[config.mk]
export PLATFORM = sky130hd
export DESIGN_NAME = block_bit_scrambler_core
export DESIGN_NICKNAME = d
export VERILOG_FILES = /design/src/rtl/bbs_pkg.sv /design/src/rtl/block_bit_scrambler_core.sv /design/src/rtl/bbs_front.sv /design/src/rtl/bbs_queue.sv /design/src/rtl/bbs_back.sv
export SDC_FILE = /design/constraint.sdc
export NUM_CORES = 1
export LEC_CHECK = 0
export BUFFER_PORTS_ARGS = -buffer_cell sky130_fd_sc_hd__buf_2
export CAP_MARGIN = 10
export CORE_UTILIZATION = 45
export DETAILED_ROUTE_END_ITERATION = 6
export GPL_TIMING_DRIVEN = 0
export HOLD_SLACK_MARGIN = 0.05
export PLACE_DENSITY = 0.73
export SYNTH_ARGS = -nofsm -noshare
export SYNTH_HDL_FRONTEND = slang
export SYNTH_SLANG_ARGS = --single-unit
[constraint.sdc]
create_clock -name clk -period 7.04 [get_ports clk]
set_input_delay 1.056 -clock clk [delete_from_list [all_inputs] [get_ports clk]]
set_output_delay 1.056 -clock clk [all_outputs]
set_load 0.01 [all_outputs]
[src/rtl/bbs_pkg.sv]
// ----------------------------------------------------------------------------
// bbs_pkg
// shared types and constants for the block bit scrambler
// ----------------------------------------------------------------------------
`default_nettype none

package bbs_pkg;

  // most results one item may cause, and the width of a bit count up to it
  localparam int RESULT_CAP    = 64;
  localparam int LEN_W         = 7;
  localparam int MAX_BLOCK_DEF = 64;

  // register file
  localparam int PADDR_W = 3;
  localparam int PDATA_W = 32;
  localparam int SIZE_W  = 7;
  localparam logic REG_MODE       = 1'b0;
  localparam logic REG_BLOCK_SIZE = 1'b1;
  localparam logic [SIZE_W-1:0] BLOCK_SIZE_RST = SIZE_W'(4);

  localparam logic MODE_INVERT = 1'b0;
  localparam logic MODE_ROTATE = 1'b1;

  // what the back end does with a block
  typedef enum logic [1:0] {
    OP_PASS,
    OP_INVERT,
    OP_ROTATE
  } op_t;

  // inversion pattern in invert mode
  typedef enum logic [1:0] {
    FLIP_ALL,
    FLIP_SECOND,
    FLIP_THIRD
  } flip_t;

  typedef struct packed {
    logic data_bit;
    logic stream_end;
  } in_item_t;

  typedef struct packed {
    logic out_bit;
    logic run_last;
    logic out_stream_end;
  } out_item_t;

  // one finished block waiting for the back end
  typedef struct packed {
    logic             buf_sel;
    logic [LEN_W-1:0] len;
    op_t              op;
    flip_t            flip;
    logic             stream_end;
  } desc_t;

  typedef struct packed {
    logic       full;
    logic       empty;
    logic [1:0] count;
  } q_status_t;

endpackage

`default_nettype wire

[src/rtl/block_bit_scrambler_core.sv]
// order: a block is read out once its last input bit has queued it, through the
//   memory read and output registers; throughput: one input bit per cycle
//   while the queue is not full; the block memory has one read port, so the
//   back end emits one bit per cycle from two block buffers unless stalled
// reset: control state clears synchronously; block memory is not cleared
// ----------------------------------------------------------------------------
// block_bit_scrambler_core
// cuts a bit stream into blocks, emits a short last block as is and full ones inverted or rotated
// ----------------------------------------------------------------------------
`default_nettype none

module block_bit_scrambler_core #(
  parameter int MAX_BLOCK = bbs_pkg::MAX_BLOCK_DEF
) (
  input  wire logic                        clk,
  input  wire logic                        rst,
  // register port
  input  wire logic                        psel,
  input  wire logic                        penable,
  input  wire logic                        pwrite,
  input  wire logic [bbs_pkg::PADDR_W-1:0] paddr,
  input  wire logic [bbs_pkg::PDATA_W-1:0] pwdata,
  output logic      [bbs_pkg::PDATA_W-1:0] prdata,
  output logic                             pready,
  // stream bits in
  input  wire logic                        data_valid,
  output logic                             data_stall,
  input  wire bbs_pkg::in_item_t           data,
  // encoded bits out
  output logic                             code_valid,
  input  wire logic                        code_stall,
  output bbs_pkg::out_item_t               code
);

  localparam int CAP = (MAX_BLOCK < bbs_pkg::RESULT_CAP) ? MAX_BLOCK : bbs_pkg::RESULT_CAP;
  localparam int AW  = $clog2(CAP);

  // configuration registers
  logic                      mode;
  logic [bbs_pkg::SIZE_W-1:0] block_size;
  logic                      cfg_wr;

  // front to back
  logic                      accept;
  logic                      wr_en;
  logic [AW:0]               wr_addr;
  logic                      wr_bit;
  logic                      push;
  bbs_pkg::desc_t            push_desc;
  logic                      pop;
  bbs_pkg::desc_t            head;
  bbs_pkg::q_status_t        q_status;

  // register port: always ready, decoded on the word address bit
  assign pready = 1'b1;
  assign cfg_wr = psel && penable && pwrite && pready;

  always_ff @(posedge clk) begin
    if (rst) begin
      mode       <= bbs_pkg::MODE_INVERT;
      block_size <= bbs_pkg::BLOCK_SIZE_RST;
    end else if (cfg_wr) begin
      unique case (paddr[2])
        bbs_pkg::REG_MODE:       mode       <= pwdata[0];
        bbs_pkg::REG_BLOCK_SIZE: block_size <= pwdata[bbs_pkg::SIZE_W-1:0];
        default:                 mode       <= mode;
      endcase
    end
  end

  always_comb begin
    unique case (paddr[2])
      bbs_pkg::REG_MODE:       prdata = bbs_pkg::PDATA_W'(mode);
      bbs_pkg::REG_BLOCK_SIZE: prdata = bbs_pkg::PDATA_W'(block_size);
      default:                 prdata = '0;
    endcase
  end

  // input stalls only while both block buffers hold blocks not yet read out
  assign data_stall = q_status.full;
  assign accept     = data_valid && !data_stall;

  // front: fills the current buffer, counts ones, classifies full blocks
  bbs_front #(
    .MAX_BLOCK (MAX_BLOCK)
  ) u_front (
    .clk        (clk),
    .rst        (rst),
    .mode       (mode),
    .block_size (block_size),
    .accept     (accept),
    .item       (data),
    .wr_en      (wr_en),
    .wr_addr    (wr_addr),
    .wr_bit     (wr_bit),
    .push       (push),
    .push_desc  (push_desc)
  );

  // queue of finished blocks; an entry is released once its last bit is read
  bbs_queue u_queue (
    .clk       (clk),
    .rst       (rst),
    .push      (push),
    .push_desc (push_desc),
    .pop       (pop),
    .head      (head),
    .status    (q_status)
  );

  // back: reads the head block out through the memory and output register
  bbs_back #(
    .MAX_BLOCK (MAX_BLOCK)
  ) u_back (
    .clk        (clk),
    .rst        (rst),
    .wr_en      (wr_en),
    .wr_addr    (wr_addr),
    .wr_bit     (wr_bit),
    .head       (head),
    .head_valid (!q_status.empty),
    .pop        (pop),
    .out_valid  (code_valid),
    .out_stall  (code_stall),
    .out_item   (code)
  );

  // queue never overflows and never underflows
  a_no_push_full: assert property (@(posedge clk) disable iff (rst)
    !(push && q_status.full))
    else $error("block pushed into full queue");

  a_no_pop_empty: assert property (@(posedge clk) disable iff (rst)
    pop |-> !q_status.empty)
    else $error("block released from empty queue");

  a_count_range: assert property (@(posedge clk) disable iff (rst)
    q_status.count != 2'd3)
    else $error("queue count out of range");

  // the final bit of a stream always closes a block
  a_end_closes: assert property (@(posedge clk) disable iff (rst)
    (code_valid && code.out_stream_end) |-> code.run_last)
    else $error("stream end on a bit that does not close its block");

endmodule

`default_nettype wire

[src/rtl/bbs_front.sv]
// ----------------------------------------------------------------------------
// bbs_front
// takes stream bits, fills the block buffers and classifies each finished block
// ----------------------------------------------------------------------------
`default_nettype none

module bbs_front #(
  parameter int MAX_BLOCK = bbs_pkg::MAX_BLOCK_DEF
) (
  input  wire logic                       clk,
  input  wire logic                       rst,
  input  wire logic                       mode,
  input  wire logic [bbs_pkg::SIZE_W-1:0] block_size,
  input  wire logic                       accept,
  input  wire bbs_pkg::in_item_t          item,
  output logic                            wr_en,
  output logic [$clog2((MAX_BLOCK < bbs_pkg::RESULT_CAP) ? MAX_BLOCK :
                bbs_pkg::RESULT_CAP):0]    wr_addr,
  output logic                            wr_bit,
  output logic                            push,
  output bbs_pkg::desc_t                  push_desc
);

  localparam int CAP = (MAX_BLOCK < bbs_pkg::RESULT_CAP) ? MAX_BLOCK : bbs_pkg::RESULT_CAP;
  localparam int AW  = $clog2(CAP);
  localparam int LW  = bbs_pkg::LEN_W;

  logic                 wr_buf, wr_buf_next;
  logic [LW-1:0]        fill, fill_next;
  logic [LW-1:0]        ones, ones_next;
  bbs_pkg::flip_t       flip_step, flip_step_next;

  logic [LW-1:0]        size_eff;
  logic [LW-1:0]        len;
  logic [LW-1:0]        ones_new;
  logic [LW-1:0]        zeros;
  logic                 full;
  bbs_pkg::flip_t       flip_new;

  // clamp the configured size into the supported range
  always_comb begin
    if (block_size < bbs_pkg::SIZE_W'(3)) begin
      size_eff = LW'(3);
    end else if (LW'(block_size) > LW'(CAP)) begin
      size_eff = LW'(CAP);
    end else begin
      size_eff = LW'(block_size);
    end
  end

  assign len      = fill + LW'(1);
  assign ones_new = ones + LW'(item.data_bit);
  assign zeros    = len - ones_new;
  assign full     = (len >= size_eff);

  always_comb begin
    if (ones_new == zeros) begin
      flip_new = bbs_pkg::FLIP_ALL;
    end else if (zeros > ones_new) begin
      flip_new = bbs_pkg::FLIP_SECOND;
    end else begin
      flip_new = bbs_pkg::FLIP_THIRD;
    end
  end

  assign wr_en   = accept;
  assign wr_addr = {wr_buf, fill[AW-1:0]};
  assign wr_bit  = item.data_bit;
  assign push    = accept && (full || item.stream_end);

  always_comb begin
    push_desc.buf_sel    = wr_buf;
    push_desc.len        = len;
    push_desc.flip       = flip_step;
    push_desc.stream_end = item.stream_end;
    if (!full) begin
      push_desc.op = bbs_pkg::OP_PASS;
    end else if (mode == bbs_pkg::MODE_ROTATE) begin
      push_desc.op = bbs_pkg::OP_ROTATE;
    end else begin
      push_desc.op = bbs_pkg::OP_INVERT;
    end
  end

  always_comb begin
    wr_buf_next    = wr_buf;
    fill_next      = fill;
    ones_next      = ones;
    flip_step_next = flip_step;
    if (push) begin
      wr_buf_next    = ~wr_buf;
      fill_next      = '0;
      ones_next      = '0;
      flip_step_next = item.stream_end ? bbs_pkg::FLIP_ALL : flip_new;
    end else if (accept) begin
      fill_next = len;
      ones_next = ones_new;
    end
  end

  always_ff @(posedge clk) begin
    if (rst) begin
      wr_buf    <= 1'b0;
      fill      <= '0;
      ones      <= '0;
      flip_step <= bbs_pkg::FLIP_ALL;
    end else begin
      wr_buf    <= wr_buf_next;
      fill      <= fill_next;
      ones      <= ones_next;
      flip_step <= flip_step_next;
    end
  end

endmodule

`default_nettype wire

[src/rtl/bbs_queue.sv]
// ----------------------------------------------------------------------------
// bbs_queue
// two-entry queue of finished blocks between front and back end
// ----------------------------------------------------------------------------
`default_nettype none

module bbs_queue (
  input  wire logic            clk,
  input  wire logic            rst,
  input  wire logic            push,
  input  wire bbs_pkg::desc_t  push_desc,
  input  wire logic            pop,
  output bbs_pkg::desc_t       head,
  output bbs_pkg::q_status_t   status
);

  bbs_pkg::desc_t entry [2];
  logic           wr_ptr, rd_ptr;
  logic [1:0]     count, count_next;

  assign head          = entry[rd_ptr];
  assign status.count  = count;
  assign status.full   = (count == 2'd2);
  assign status.empty  = (count == 2'd0);

  always_comb begin
    unique case ({push, pop})
      2'b10:   count_next = count + 2'd1;
      2'b01:   count_next = count - 2'd1;
      default: count_next = count;
    endcase
  end

  always_ff @(posedge clk) begin
    if (rst) begin
      wr_ptr <= 1'b0;
      rd_ptr <= 1'b0;
      count  <= 2'd0;
    end else begin
      if (push) begin
        wr_ptr <= ~wr_ptr;
      end
      if (pop) begin
        rd_ptr <= ~rd_ptr;
      end
      count <= count_next;
    end
  end

  always_ff @(posedge clk) begin
    if (push) begin
      entry[wr_ptr] <= push_desc;
    end
  end

endmodule

`default_nettype wire

[src/rtl/bbs_back.sv]
// ----------------------------------------------------------------------------
// bbs_back
// block memory and the emitter that reads a block out one bit per cycle while the output is not stalled
// ----------------------------------------------------------------------------
`default_nettype none

module bbs_back #(
  parameter int MAX_BLOCK = bbs_pkg::MAX_BLOCK_DEF
) (
  input  wire logic                 clk,
  input  wire logic                 rst,
  input  wire logic                 wr_en,
  input  wire logic [$clog2((MAX_BLOCK < bbs_pkg::RESULT_CAP) ? MAX_BLOCK :
                     bbs_pkg::RESULT_CAP):0] wr_addr,
  input  wire logic                 wr_bit,
  input  wire bbs_pkg::desc_t       head,
  input  wire logic                 head_valid,
  output logic                      pop,
  output logic                      out_valid,
  input  wire logic                 out_stall,
  output bbs_pkg::out_item_t        out_item
);

  localparam int CAP   = (MAX_BLOCK < bbs_pkg::RESULT_CAP) ? MAX_BLOCK : bbs_pkg::RESULT_CAP;
  localparam int AW    = $clog2(CAP);
  localparam int DEPTH = 2 ** (AW + 1);
  localparam int LW    = bbs_pkg::LEN_W;

  logic          mem [DEPTH];

  logic [LW-1:0] idx;
  logic [1:0]    m3;
  logic [LW-1:0] idx_sel;
  logic [AW:0]   rd_addr;
  logic          issue;
  logic          last;
  logic          inv;
  logic          out_adv;

  logic          s1_valid;
  logic          rd_bit;
  logic          s1_inv;
  logic          s1_last;
  logic          s1_end;

  assign out_adv = !out_valid || !out_stall;
  assign issue   = head_valid && (!s1_valid || out_adv);
  assign last    = (idx == head.len - LW'(1));
  assign pop     = issue && last;

  // rotate right: position 0 takes the last bit, others the one before
  always_comb begin
    unique case (head.op)
      bbs_pkg::OP_ROTATE: idx_sel = (idx == '0) ? head.len - LW'(1) : idx - LW'(1);
      default:            idx_sel = idx;
    endcase
  end

  assign rd_addr = {head.buf_sel, idx_sel[AW-1:0]};

  always_comb begin
    inv = 1'b0;
    if (head.op == bbs_pkg::OP_INVERT) begin
      unique case (head.flip)
        bbs_pkg::FLIP_ALL:    inv = 1'b1;
        bbs_pkg::FLIP_SECOND: inv = idx[0];
        bbs_pkg::FLIP_THIRD:  inv = (m3 == 2'd2);
        default:              inv = 1'b0;
      endcase
    end
  end

  always_ff @(posedge clk) begin
    if (wr_en) begin
      mem[wr_addr] <= wr_bit;
    end
    if (issue) begin
      rd_bit <= mem[rd_addr];
    end
  end

  always_ff @(posedge clk) begin
    if (rst) begin
      idx       <= '0;
      m3        <= 2'd0;
      s1_valid  <= 1'b0;
      out_valid <= 1'b0;
    end else begin
      if (issue) begin
        idx <= last ? '0 : idx + LW'(1);
        m3  <= (last || m3 == 2'd2) ? 2'd0 : m3 + 2'd1;
      end
      s1_valid <= issue || (s1_valid && !out_adv);
      if (out_adv) begin
        out_valid <= s1_valid;
      end
    end
  end

  always_ff @(posedge clk) begin
    if (issue) begin
      s1_inv  <= inv;
      s1_last <= last;
      s1_end  <= last && head.stream_end;
    end
    if (out_adv && s1_valid) begin
      out_item.out_bit        <= rd_bit ^ s1_inv;
      out_item.run_last       <= s1_last;
      out_item.out_stream_end <= s1_end;
    end
  end

endmodule

`default_nettype wire
* Word-level counts from Yosys, hierarchy flattened
Memories as Yosys holds them, arrays and structs flattened. A register that Yosys moved wholly into a read port is not among the register bits.
Cells that the tools add are included.
** Storage, ports and cells
- Bits in registers :: 46
- RAM bits :: 154
- Bits of input ports :: 44
- Output and inout port bits :: 38
- Logic and storage cells :: 96
- Memories :: 2
** Operators by class
- Add/sub/neg operators :: 9
- Order comparisons :: 4
- Equality and inequality tests :: 10
- Muxes and demuxes :: 20
- Bitwise gates (word level) :: 5
- Reductions and logical operators :: 27
** Memory list
- u_back.mem :: depth 128, width 1, rd ports 1, clocked after memory_dff 1, write ports 1, RTL line bbs_back.sv:29 : logic mem [DEPTH];
- u_queue.entry :: depth 2, width 13, rd ports 1, clocked after memory_dff 1, write ports 1, RTL line bbs_queue.sv:17 : bbs_pkg::desc_t entry [2];
** Operator list (count)
- one-hot mux 32 bit (2 select lines) :: 1
- 2-to-1 mux 7 bit :: 3
- adder 7 x 1 -> 7 bit (second input constant) :: 2
- == test 7 bit :: 2
- 2-to-1 mux 2 bit :: 6
- 2-to-1 mux 6 bit :: 2
- == test 2 bit (second input constant) :: 5
- logical AND 1 bit :: 9
- adder 7 x 1 -> 7 bit :: 1
- greater-or-equal comparator 7 bit :: 1
- > comparator 7 bit :: 1
- > comparator 7 bit (second input constant) :: 1
- logical NOT 7 bit :: 1
- less-than comparator 7 x 2 -> 1 bit (second input constant) :: 1
- subtractor 7 x 1 -> 7 bit (second input constant) :: 1
- subtractor 7 bit :: 1
- == test 2 x 1 -> 1 bit (second input constant) :: 3
- logical NOT 1 bit :: 6
- 2-to-1 mux 1 bit :: 6
- subtractor 6 x 1 -> 6 bit (second input constant) :: 1
- logical OR 1 bit :: 5
- adder 2 x 1 -> 2 bit (second input constant) :: 2
- logical NOT 2 bit :: 2
- NOT 1 bit :: 4
- other kinds (7) :: 8

* Longest topological paths before layout
Gate-level depths: netlist of the first run.
- Depth after elaboration :: 8
- Gate-level depth with buffers :: 16
- Depth with buffers taken out :: 16

* Hierarchy
Synthesis of the first run repeated with hierarchy kept, for this count alone.
** Unflattened totals
- Cell total of the unflattened synthesis :: 970
- Area total of the unflattened synthesis :: 10364.9 um^2
** Modules (own cells, without submodules)
- bbs_back :: times used 1, cells each 646, area an instance 6970.4 um^2, sequential area each 4274.1 um^2
- bbs_front :: times used 1, cells each 190, area an instance 1626.6 um^2, sequential area each 340.3 um^2
- bbs_queue :: times used 1, cells each 62, area an instance 1137.3 um^2, sequential area each 880.8 um^2
- block_bit_scrambler_core :: times used 1, cells each 72, area an instance 630.6 um^2, sequential area each 160.2 um^2

* Least setup slack after synthesis of the first run
Ideal clock, no wire load.
- Path kind :: input -> register
- From :: input data[1] (netlist bit)
- To :: register u_front.flip_step[0]
- Setup time :: 0.059 ns
- Data arrival time :: 3.670 ns
- Required time :: 6.981 ns
- Slack :: 3.312 ns
- Stages :: 14
- Buffers on the path :: 0
- Cells stage by stage :: ha_1 ha_1 inv_1 fa_1 a21o_1 a21oi_1 o21bai_1 a21oi_1 xor2_1 ha_1 nand4_1 nor3_1 nor4b_1 a22o_1
** On the way
- Word-level cells in the longest chain between the ends :: 6
- Elaborated cells between the ends (all ways) :: 7
- Those cells by class :: 2 x add/sub; 1 x order compare; 1 x eq/ne; 3 x mux
** RTL lines
- start: declaration :: RTL line block_bit_scrambler_core.sv:28 : input wire bbs_pkg::in_item_t data,
- adder 7 x 1 -> 7 bit (*) :: RTL line bbs_front.sv:52 : assign ones_new = ones + LW'(item.data_bit);
- via u_front.ones_new[1] :: RTL line bbs_front.sv:35 : logic [LW-1:0] ones_new;
- subtractor 7 bit :: RTL line bbs_front.sv:53 : assign zeros = len - ones_new;
- > comparator 7 bit :: RTL line bbs_front.sv:59 : end else if (zeros > ones_new) begin
- 2-to-1 mux 2 bit :: RTL line bbs_front.sv:59
- 2-to-1 mux 2 bit (*) :: RTL line bbs_front.sv:57 : if (ones_new == zeros) begin
- 2-to-1 mux 2 bit (*) :: RTL line bbs_front.sv:94 : flip_step_next = item.stream_end ? bbs_pkg::FLIP_ALL : flip_new;
- end signal: assignment :: RTL line bbs_front.sv:106 : flip_step <= bbs_pkg::FLIP_ALL;
- end signal: assignment :: RTL line bbs_front.sv:111 : flip_step <= flip_step_next;
- end: declaration :: RTL line bbs_front.sv:31 : bbs_pkg::flip_t flip_step, flip_step_next;
The timed path passes the listed nets; every way through them passes the cells marked *.
A chain may end at the register's enable or synchronous reset.

* Final worst setup path of the first run
- From :: input data[1] (netlist bit)
- To :: register u_front.flip_step[1]
The elaborated chain is that of the path after synthesis.

==> results of run 1 <==
synthesized netlist by cell type (3+ instances only):
library cell  number  area [um^2]
inv_1             16        60.06
and2_1             7        43.79
nor4_1             5        31.28
ha_1              28        350.3
xnor2_1           32        280.3
nor3_1            10        50.05
buf_2             10        50.05
xor2_1            20        175.2
a22oi_1            3        22.52
a311oi_1           3        26.28
mux2i_1           31        310.3
nand3_1           27        135.1
nor2b_1            8        50.05
buf_4             30        225.2
buf_6             11        123.9
nand4b_1           3        26.28
and3_1             4        25.02
a32oi_1            6        52.55
o21ai_0           15        75.07
clkbuf_1          25        93.84
a31oi_1            4        25.02
a21boi_0           3        22.52
nand4_1           33        206.5
dfxtp_1           41        820.8
a21o_1             8        60.06
a21oi_1           32        160.2
edfxtp_1         161         4835
mux2_2             5        56.30
nor3b_1            3        22.52
nor2_1           194        728.2
o211ai_1           6        45.04
nand2b_1           5        31.28
nand2_1          135        506.7
layout make-up:
cell class                 instances  share of cell area
buffer                            77             0.04376
clock buffer                      28             0.04851
clock inverter                     7            0.007455
inverter                          16            0.005186
multi-input combinational        711              0.3617
sequential                       202              0.4883
tap                              285             0.03079
timing repair buffer              28             0.01426
cells by family after synthesis:
family | Yosys count | synth area share
AO/OA/AOI/OAI | 115 | 0.08340
XOR/XNOR | 52 | 0.04413
adder cells (fa/ha/maj) | 29 | 0.03588
buffers and inverters | 93 | 0.05492
flip-flops | 202 | 0.5479
multiplexers | 37 | 0.03807
other | 2 | 0.0007276
AND/OR/NAND/NOR | 452 | 0.1949
worst min-delay path by stage:
stage | cells after the start | to | from | slack, ps
2_1_floorplan | 0 | u_back.out_item[0] | u_back.s1_end | 400
3_3_place_gp | 0 | u_back.out_item[1] | u_back.s1_last | 400
3_5_place_dp | 0 | u_back.out_item[1] | u_back.s1_last | 410
4_1_cts | 0 | u_back.out_item[1] | u_back.s1_last | 430
5_1_grt | 0 | u_back.out_item[0] | u_back.s1_end | 430
6_report | 0 | u_back.out_item[1] | u_back.s1_last | 420
metrics by stage:
stage	utilization	hold WS, ps
after floorplan	-	400.3
after global placement	0.4830	403.3
after detailed placement	0.4844	412.0
after CTS	0.5131	425.4
after global routing	0.5131	431.9
final	0.5131	421.6
power by group:
part / total, mW / switching, mW / internal (mW)
sequential: 1.33 / 0.0133 / 1.31
combinational: 0.397 / 0.247 / 0.150
clock: 1.07 / 0.440 / 0.631
flip-flops by register name, indices dropped and copies added, names as in the netlist, 2 cells and up, named ones only:
register / flops
u_front.fill: 7
u_back.out_item: 3
u_queue.entry: 26
u_queue.count: 2
u_back.idx: 7
block_size: 7
u_front.flip_step: 2
u_front.ones: 7
u_back.mem: 128
u_back.m3: 2
critical path, cell delays in order:
cell and delay, ps:
buf_4 220, buf_16 250, ha_1 280, ha_1 310, inv_1 90, fa_1 460, a21o_1 190, a21oi_1 240
o21bai_1 100, a21oi_1 180, xor2_1 160, ha_1 260, nand4_1 100, nor3_1 60, nor4b_1 380, a22o_1 210
layer usage:
| metal | vias to the layer above | routed length, um | global-route usage |
|---|---|---|---|
| li1 | 3579 | - | - |
| met1 | 3608 | 9862 | 0.2494 |
| met2 | 276 | 11400 | 0.3409 |
| met3 | 33 | 1623 | 0.03913 |
| met4 | 0 | 498 | 0.06143 |
| met5 | - | 0 | 0 |
==> results.cfg, run 1 <==
[critical_path]
crit_path_end = u_front.flip_step[1]
cp-start-kind = input port
rr_worst_depth = 13
critPathArrivalTime_ps = 4610
r2r-end = u_back.rd_bit
crit_fanout = 94
end_kind = register
crit_start = data[1]
required_ps = 7480
r2r_slack_ps = 3060
crit_type = input port to register

[place]
dp_slack_ps = 2422
gp_congestion = 0.8469
portBuffers = 27
place_area_mm2 = 0.01093
dpl.hpwl_um = 15890
place_inst = 1319

[logic_synthesis]
ys_warn_count = 0
synth_area_mm2 = 0.01032
syn_inst = 982
yosysSeqAreaShare = 0.5479
syn_area_per_cell_um2 = 10.51
synth_flop_cell = edfxtp_1
synth_edf_count = 161
yosysUniqueCellTypes = 77
ys_async_sr_fraction = 0
ys_ff_latch = 202

[flow_run]
cap_violations = 0

[power_and_ir_drop]
ir_drop_mv = 0.1633
p_total_mw = 2.794
p_per_area_mw_per_mm2 = 241.3
power.leakage_nw = 4.088

[sta]
hold_violations = 0
setup_violations = 0
fin_crit_sh = 0.5926
min_period_ps = 4172
relSlewSlack = 0.2761
rsz0062_at_grt = no
worst_slack_ps = 2868
finalSetupTns_ps = 0
slew_violations = 0
worst-slew-pin-transition_ps = 1082
clock_skew_ps = 21.88
max_freq_mhz = 239.7

[cells_and_area]
fin_nets = 1130
final_common_cell = nor2_1
multi_input_area_mm2 = 0.004189
drive_gt1_frac = 0.1197
stdcell_count = 1354
final_area_mm2 = 0.01158
area_growth_pct = 12.21
n_fill_cell = 2005
layout_common_cells = nor2_1, edfxtp_1, nand2_1, dfxtp_1, buf_2
seqCellArea_mm2 = 0.005655
n_antenna_cell = 0

[routing]
drt-pass1-iter-count = 5
wl_per_cell_um = 17.27
vias_per_cell = 5.536
wl_um = 23380
vias = 7496
drt-initial-drc-count = 683
ant_nets = 0
remaining_drc_errors = 0

[worst_hold_path]
min_path_type = register to register

[clock_tree]
cts_root_buffer = clkbuf_16
cts-resized-gates = 0
clk-insertion-delay-late_ps = 510
clock-sinks = 202
tritoncts = done
cts_buffers = 21
htree_levels = 1
cts_setup_buffers = 0
clk_pin_slew_ps = 60
clockBufferDepth = 3
cts_hold_buf = 0

[status]
outcome = complete, no violations

[die]
pin_count = 82
die-height_um = 153.4
dieWidth_um = 153.4
num_rows = 55
start_util = 0.4573
dieArea_mm2 = 0.02355
core_mm2 = 0.02257

[grt]
antenna_found_initial = 0
grt_overflow_total = 0
grt_first_pass_wirelength_um = 36730
grt_pass1_vias = 7127
grt_use_total = 0.1975
grt_max_degree = 95
Note: power is estimated with default switching activity, not from simulation.
==> run 2, diff against run 1 <==
--- a/config.mk
+++ b/config.mk
@@ -5,6 +5,7 @@
 export SDC_FILE = /design/constraint.sdc
 export NUM_CORES = 1
 export LEC_CHECK = 0
+export ABC_AREA = 1
 export BUFFER_PORTS_ARGS = -buffer_cell sky130_fd_sc_hd__buf_2
 export CAP_MARGIN = 10
 export CORE_UTILIZATION = 45
==> constraint.sdc (replaced) <==
create_clock -name clk -period 4.2 [get_ports clk]
set_input_delay 0.63 -clock clk [delete_from_list [all_inputs] [get_ports clk]]
set_output_delay 0.63 -clock clk [all_outputs]
set_load 0.01 [all_outputs]
==> run 2 against run 1 <==
  * Combinational power rose to 3.1 times the previous value
  * Clock-buffer cell count rose by 4
  * Sequential power rose by 71%
  * Final area rose by 4.7%
  * Hold slack got worse by 70 ps
  * Clock skew fell by 2.7 ps
  * Final cell count rose by 21%
  * Via count rose by 11%
  * Largest cell class unchanged
==> results.cfg, run 2 <==
[status]
outcome = complete, no violations

[clock_tree]
clock-sinks = 202
clk_pin_slew_ps = 60
cts_buffers = 22
clockBufferDepth = 3
cts_setup_buffers = 0
cts_root_buffer = clkbuf_16
htree_levels = 1
tritoncts = done
clk-insertion-delay-late_ps = 510

[cells_and_area]
n_fill_cell = 2141
drive_gt1_frac = 0.1225
largest_reg_flops = 128
final_util = 0.5179
reg_top3 = u_back.mem x128, u_queue.entry x26
fin_nets = 1372
regMostFlops = u_back.mem
layout_common_cells = nand2_1, inv_1, nor2_1, edfxtp_1, nand3_1
n_antenna_cell = 0
final_common_cell = nand2_1
multi_input_area_mm2 = 0.003971
stdcell_count = 1633
seqCellArea_mm2 = 0.005655
area_growth_pct = 13.30

[critical_path]
critPathArrivalTime_ps = 4250
end_kind = register
crit_fanout = 9
required_ps = 4560
timing.rr.start = u_front.fill[0]
crit_start = u_front.fill[0]
rr_worst_depth = 17
cp-start-kind = register
crit_path_end = u_front.flip_step[1]
r2r-end = u_front.flip_step[1]
r2r_slack_ps = 310
crit_type = register to register

[place]
portBuffers = 27
dpl.hpwl_um = 16710
gp_congestion = 0.8892
place_inst = 1594

[grt]
grt_pass1_vias = 7705
grt_overflow_total = 0
antenna_found_initial = 0
grt_use_total = 0.2079
grt_first_pass_wirelength_um = 39470
grt_max_degree = 107

[sta]
clock_skew_ps = 19.17
max_freq_mhz = 257.4
min_period_ps = 3886
rsz0062_at_grt = no
hold_violations = 0
fin_hold_ws_ps = 351.4
relSlewSlack = 0.4164
fin_crit_sh = 0.9251
setup_violations = 0
slew_violations = 0
worst-slew-pin-transition_ps = 866.2

[logic_synthesis]
syn_area_per_cell_um2 = 8.747
synth_compound_area_frac = 0.04596
ys_warn_count = 0
synth_flop_cell = edfxtp_1
yosys-top-cells-area = edfxtp_1, nand2_1, dfxtp_1
synth_xor_area_frac = 0.02129
yosysUniqueCellTypes = 49
yosysSeqAreaShare = 0.5287
synth_mux_area_frac = 0.003158
synthAdderAreaFrac = 0.03462
ys_async_sr_fraction = 0
synth_commonest_cells = nand2_1, inv_1, nor2_1
ys_ff_latch = 202
synthSimpleGateAreaFrac = 0.2543
yosysTopAreaCellShare = 0.4519
syn_inst = 1223
synth_edf_count = 161
synth_most_common_cell = nand2_1
synth_top_family_by_area = simple AND/OR/NAND/NOR gates
synth_area_mm2 = 0.01070
yosysTopAreaCell = edfxtp_1

[die]
dieArea_mm2 = 0.02439
dieWidth_um = 156.2
die-height_um = 156.2
start_util = 0.4571
core_mm2 = 0.02340
pin_count = 82
num_rows = 56

[routing]
vias_per_cell = 5.096
drt-initial-drc-count = 842
wl_um = 24960
vias = 8321
remaining_drc_errors = 0
drt-pass1-iter-count = 7
ant_nets = 0
wl_per_cell_um = 15.29

[power_and_ir_drop]
p_per_area_mw_per_mm2 = 452.7
ir_drop_mv = 0.2534
power.leakage_nw = 5.221

[worst_hold_path]
min_path_type = input port to register

[flow_run]
cap_violations = 0
-- run 2: worst min-delay path by stage --
stage	start	endpoint	slack (ps)	cells after the start
after CTS	pwdata[2]	block_size[2]	340	3
after floorplan	u_back.s1_end	u_back.out_item[0]	400	0
after detailed placement	u_back.s1_last	u_back.out_item[1]	410	0
after global placement	u_back.s1_end	u_back.out_item[0]	410	0
final	pwdata[2]	block_size[2]	350	3
after global routing	pwdata[2]	block_size[2]	340	3
-- run 2: kinds of logic (layout without fill, tap and decap cells) --
logic type      count (synthesis)  in the layout
simple gates                  616            616
flops                         202            202
other cells                     2             26
mux                             3              3
fa+ha+maj                      29             29
compound gates                 80             80
xor+xnor                       26             26
buf+inv                       265            332
-- run 2: area by class of cell --
type | count | share of cell area
Sequential cell | 202 | 0.4666
Multi-Input combinational cell | 780 | 0.3277
Inverter | 200 | 0.06235
Clock buffer | 32 | 0.05358
Buffer | 65 | 0.03592
Tap cell | 319 | 0.03293
Timing Repair Buffer | 28 | 0.01363
Clock inverter | 7 | 0.007329
-- run 2: metal layers --
layer,share of wire,vias up,GRT usage
met5,0,-,0
met4,0.028,0,0.07423
met3,0.083,61,0.04083
met2,0.48,333,0.3565
met1,0.41,3868,0.2601
li1,-,4059,-
-- run 2: timing repair --
| item | in CTS | in global routing |
|---|---|---|
| endpoints found under the setup margin | 26 | 24 |
| hold buffers | 0 | 0 |
| cloned | 0 | 0 |
| pin swaps | 0 | 0 |
| resized for setup | 2 | 4 |
-- run 2: report_power, final --
group / internal, mW / switching [mW] / leakage, nW
sequential: 2.24 / 0.0418 / 1.80
combinational: 0.409 / 0.835 / 3.06
clock: 1.19 / 0.769 / 0.366
total: 3.84 / 1.65 / 5.22
-- run 2: worst max-delay path, stage by stage (launching register included) --
cell	delay, ps
dfxtp_1	530
inv_1	170
nor3_2	310
xor2_1	500
ha_1	370
a21oi_1	180
nand2_1	70
nand2_1	70
nand2_1	50
a21oi_1	140
xor2_1	90
ha_1	290
nand2_1	70
nor3_1	330
inv_1	80
o221ai_1	270
nand3b_1	150
a21oi_1	60
-- run 2: stage by stage --
stage	setup WS (ps)	setup TNS [ps]	total power [mW]	area (um^2)
final	314.4	0	5.487	12120
after global routing	43.35	0	5.718	12120
after CTS	137.9	0	5.491	12100
after detailed placement	-41.62	-231.3	3.542	11350
after global placement	-860.6	-1696	3.510	11320
after floorplan	1046	0	3.184	10790
==> run 3, diff against run 2 <==
--- a/config.mk
+++ b/config.mk
@@ -12,7 +12,8 @@
 export DETAILED_ROUTE_END_ITERATION = 6
 export GPL_TIMING_DRIVEN = 0
 export HOLD_SLACK_MARGIN = 0.05
-export PLACE_DENSITY = 0.73
+export PLACE_DENSITY = 0.72
 export SYNTH_ARGS = -nofsm -noshare
 export SYNTH_HDL_FRONTEND = slang
+export SYNTH_HIERARCHICAL = 1
 export SYNTH_SLANG_ARGS = --single-unit
==> run 3 against run 2 <==
  * Non-clock buffer count rose by 11
  * Final cell count rose by 7.5%
  * Critical path type unchanged
  * Clock power fell by 3%
  * Largest power group unchanged
  * Sequential cell count did not move
  * Sequential share of layout area fell by 1.8 points
  * Critical path depth fell by 4
  * Critical endpoint is now u_queue/entry[0][5]
  * Sequential power barely moved
  * Hold slack improved by 17 ps
==> results.cfg, run 3 <==
[logic_synthesis]
synth_flop_cell = edfxtp_1
yosysTopAreaCell = edfxtp_1
yosysSeqAreaShare = 0.5026
synth_commonest_cells = nand2_1, inv_1, nor2_1
yosysTopAreaCellShare = 0.4297
yosysUniqueCellTypes = 45
yosys-top-cells-area = edfxtp_1, nand2_1, dfxtp_1
synth_most_common_cell = nand2_1
synth_edf_count = 161
syn_inst = 1341
syn_area_per_cell_um2 = 8.391
synth_area_mm2 = 0.01125
ys_warn_count = 6
ys_async_sr_fraction = 0
ys_ff_latch = 202

[die]
dieWidth_um = 160.1
num_rows = 57
start_util = 0.4613
core_mm2 = 0.02439
die-height_um = 160.1
dieArea_mm2 = 0.02564
pin_count = 82

[critical_path]
max_stage_delay_ps = 870
end_kind = register
r2r-end = u_queue/entry[0][5]
crit_start = u_front/fill[1]
cp-start-kind = register
crit_cells = 13
r2r_slack_ps = 510
cpLargestDelayFamily = simple AND/OR/NAND/NOR gates
crit_fanout = 13
crit_chain = ha_1, nand3_1, nand3b_1, xor2_1, ha_1, o21ai_0, inv_1, nand2_1, nand2_2, o21ai_4, inv_2, inv_1, nor2_1
required_ps = 4310
critPathArrivalTime_ps = 3800
crit_type = register to register
crit_slowest_cell = nor2_1
crit_path_end = u_queue/entry[0][5]
rr_worst_depth = 13
timing.rr.start = u_front/fill[1]
path_buf_inv = 3

[sta]
setup_violations = 0
clock_skew_ps = 27.27
min_period_ps = 3690
fin_crit_sh = 0.8787
slew_violations = 0
worst-slew-pin-transition_ps = 1155
relSlewSlack = 0.2274
finalSetupTns_ps = 0
hold_violations = 0
rsz0062_at_grt = no
max_freq_mhz = 271.0
worst_slack_ps = 509.7

[cells_and_area]
multi_input_area_mm2 = 0.004367
final_common_cell = nand2_1
seqCellArea_mm2 = 0.005655
n_antenna_cell = 0
largest_reg_flops = 128
stdcell_count = 1756
reg_top3 = u_back/mem x128, u_queue/entry x26
area_growth_pct = 12.00
layout_common_cells = nand2_1, inv_1, nor2_1, edfxtp_1, nand3_1
n_fill_cell = 2254
fin_nets = 1481
regMostFlops = u_back/mem
drive_gt1_frac = 0.1278

[routing]
highest_layer = met4
met1_length_um = 10570
wl_per_cell_um = 14.63
vias = 8853
dr_wl_met2_um = 12290
drt-pass1-iter-count = 6
vias_per_cell = 5.042
route.met3.wl_um = 2079
remaining_drc_errors = 0
ant_nets = 0
wl_um = 25690
drt-initial-drc-count = 855

[place]
portBuffers = 28
place_inst = 1717
gp_congestion = 0.8865
dp_slack_ps = 550.1
dpl.hpwl_um = 17970

[clock_tree]
cts_hold_buf = 0
cts-resized-gates = 0
clk-insertion-delay-late_ps = 510
htree_levels = 1
clk_pin_slew_ps = 60
cts_root_buffer = clkbuf_16
cts_setup_buffers = 0
clockBufferDepth = 3
cts_buffers = 22
clock-sinks = 202
tritoncts = done

[power_and_ir_drop]
p_per_area_mw_per_mm2 = 428.5
power.leakage_nw = 5.526
cell_internal_pwr_mw = 3.779
p_switching_mw = 1.621
clockPowerShare = 0.352
seqPwrFrac = 0.420
netSwitchingFraction = 0.3002
comb_power_share = 0.228
ir_drop_mv = 0.2431

[grt]
grt_max_degree = 129
antenna_found_initial = 0
grt_use_total = 0.2013
grt_first_pass_wirelength_um = 41110
grt_overflow_total = 0
grt_pass1_vias = 8274

[flow_run]
cap_violations = 0

[status]
outcome = complete, no violations

[worst_hold_path]
min_path_type = input port to register
hp-start = pwdata[2]
run 3: changes by cell type in the layout (fill, tap and decap cells not counted), sizes merged, moves of 4 or more:
cell	before	now
nand4	3	22
nand3b	13	4
inv	200	213
a21oi	32	16
buf	77	92
nor2	194	215
nor3	3	12
o21ai	25	21
mux2	0	13
a211oi	13	0
nand2	239	328
clkbuf	48	42
ha	28	20
run 3: final cells by class:
type,count,share of cell area
flip-flops and latches,202,0.4488
multi-input cells,875,0.3465
inverters,212,0.06315
clock buffers,30,0.04855
plain buffers,76,0.04160
well taps,324,0.03217
repair buffers,28,0.01112
clock inverters,9,0.008141
run 3: logic make-up (layout without fill, tap and decap cells):
kind of cell    count (synthesis)  after routing  synth area share
mux                            13             13           0.01635
buf+inv                       288            355            0.1173
simple gates                  744            744            0.2961
compound gates                 49             49           0.02613
xor+xnor                       23             23           0.01857
fa+ha+maj                      20             20           0.02224
other cells                     2             26         0.0006674
flops                         202            202            0.5026
run 3: worst min path at each step:
| stage | to | cells after the start | slack, ps |
|---|---|---|---|
| floorplan | u_back/out_item[0] | 0 | 400 |
| global placement | u_back/out_item[1] | 0 | 410 |
| detailed placement | u_back/out_item[0] | 0 | 410 |
| CTS | block_size[2] | 3 | 350 |
| global route | block_size[2] | 3 | 370 |
| finish | block_size[2] | 3 | 370 |
run 3: metrics by stage:
step	util	area, um^2	hold slack [ps]	total power [mW]
final	0.5167	12600	368.6	5.400
after global routing	0.5167	12600	367.5	5.660
after global placement	0.4874	11890	407.1	3.488
after detailed placement	0.4874	11890	407.5	3.519
after floorplan	-	11340	400.3	3.190
after CTS	0.5167	12600	351.7	5.418
run 3: worst min-delay path, delay by kind of cell:
family	cells	cell delay (ps)
buffers and inverters	1	80
AND/OR/NAND/NOR	2	120
run 3: per-layer routing:
layer  track usage  vias to the layer above
met4       0.06797                        0
met3       0.02571                       58
met5             0                        -
met2        0.3411                      315
met1        0.2657                     4100
li1              -                     4380
run 3: power groups by stage:
stage	logic, mW	registers (mW)	clock network, mW
after floorplan	0.891	2.30	0
after global placement	1.18	2.31	0
after detailed placement	1.21	2.31	0
after CTS	1.22	2.27	1.93
after global routing	1.36	2.27	2.03
final	1.23	2.27	1.90
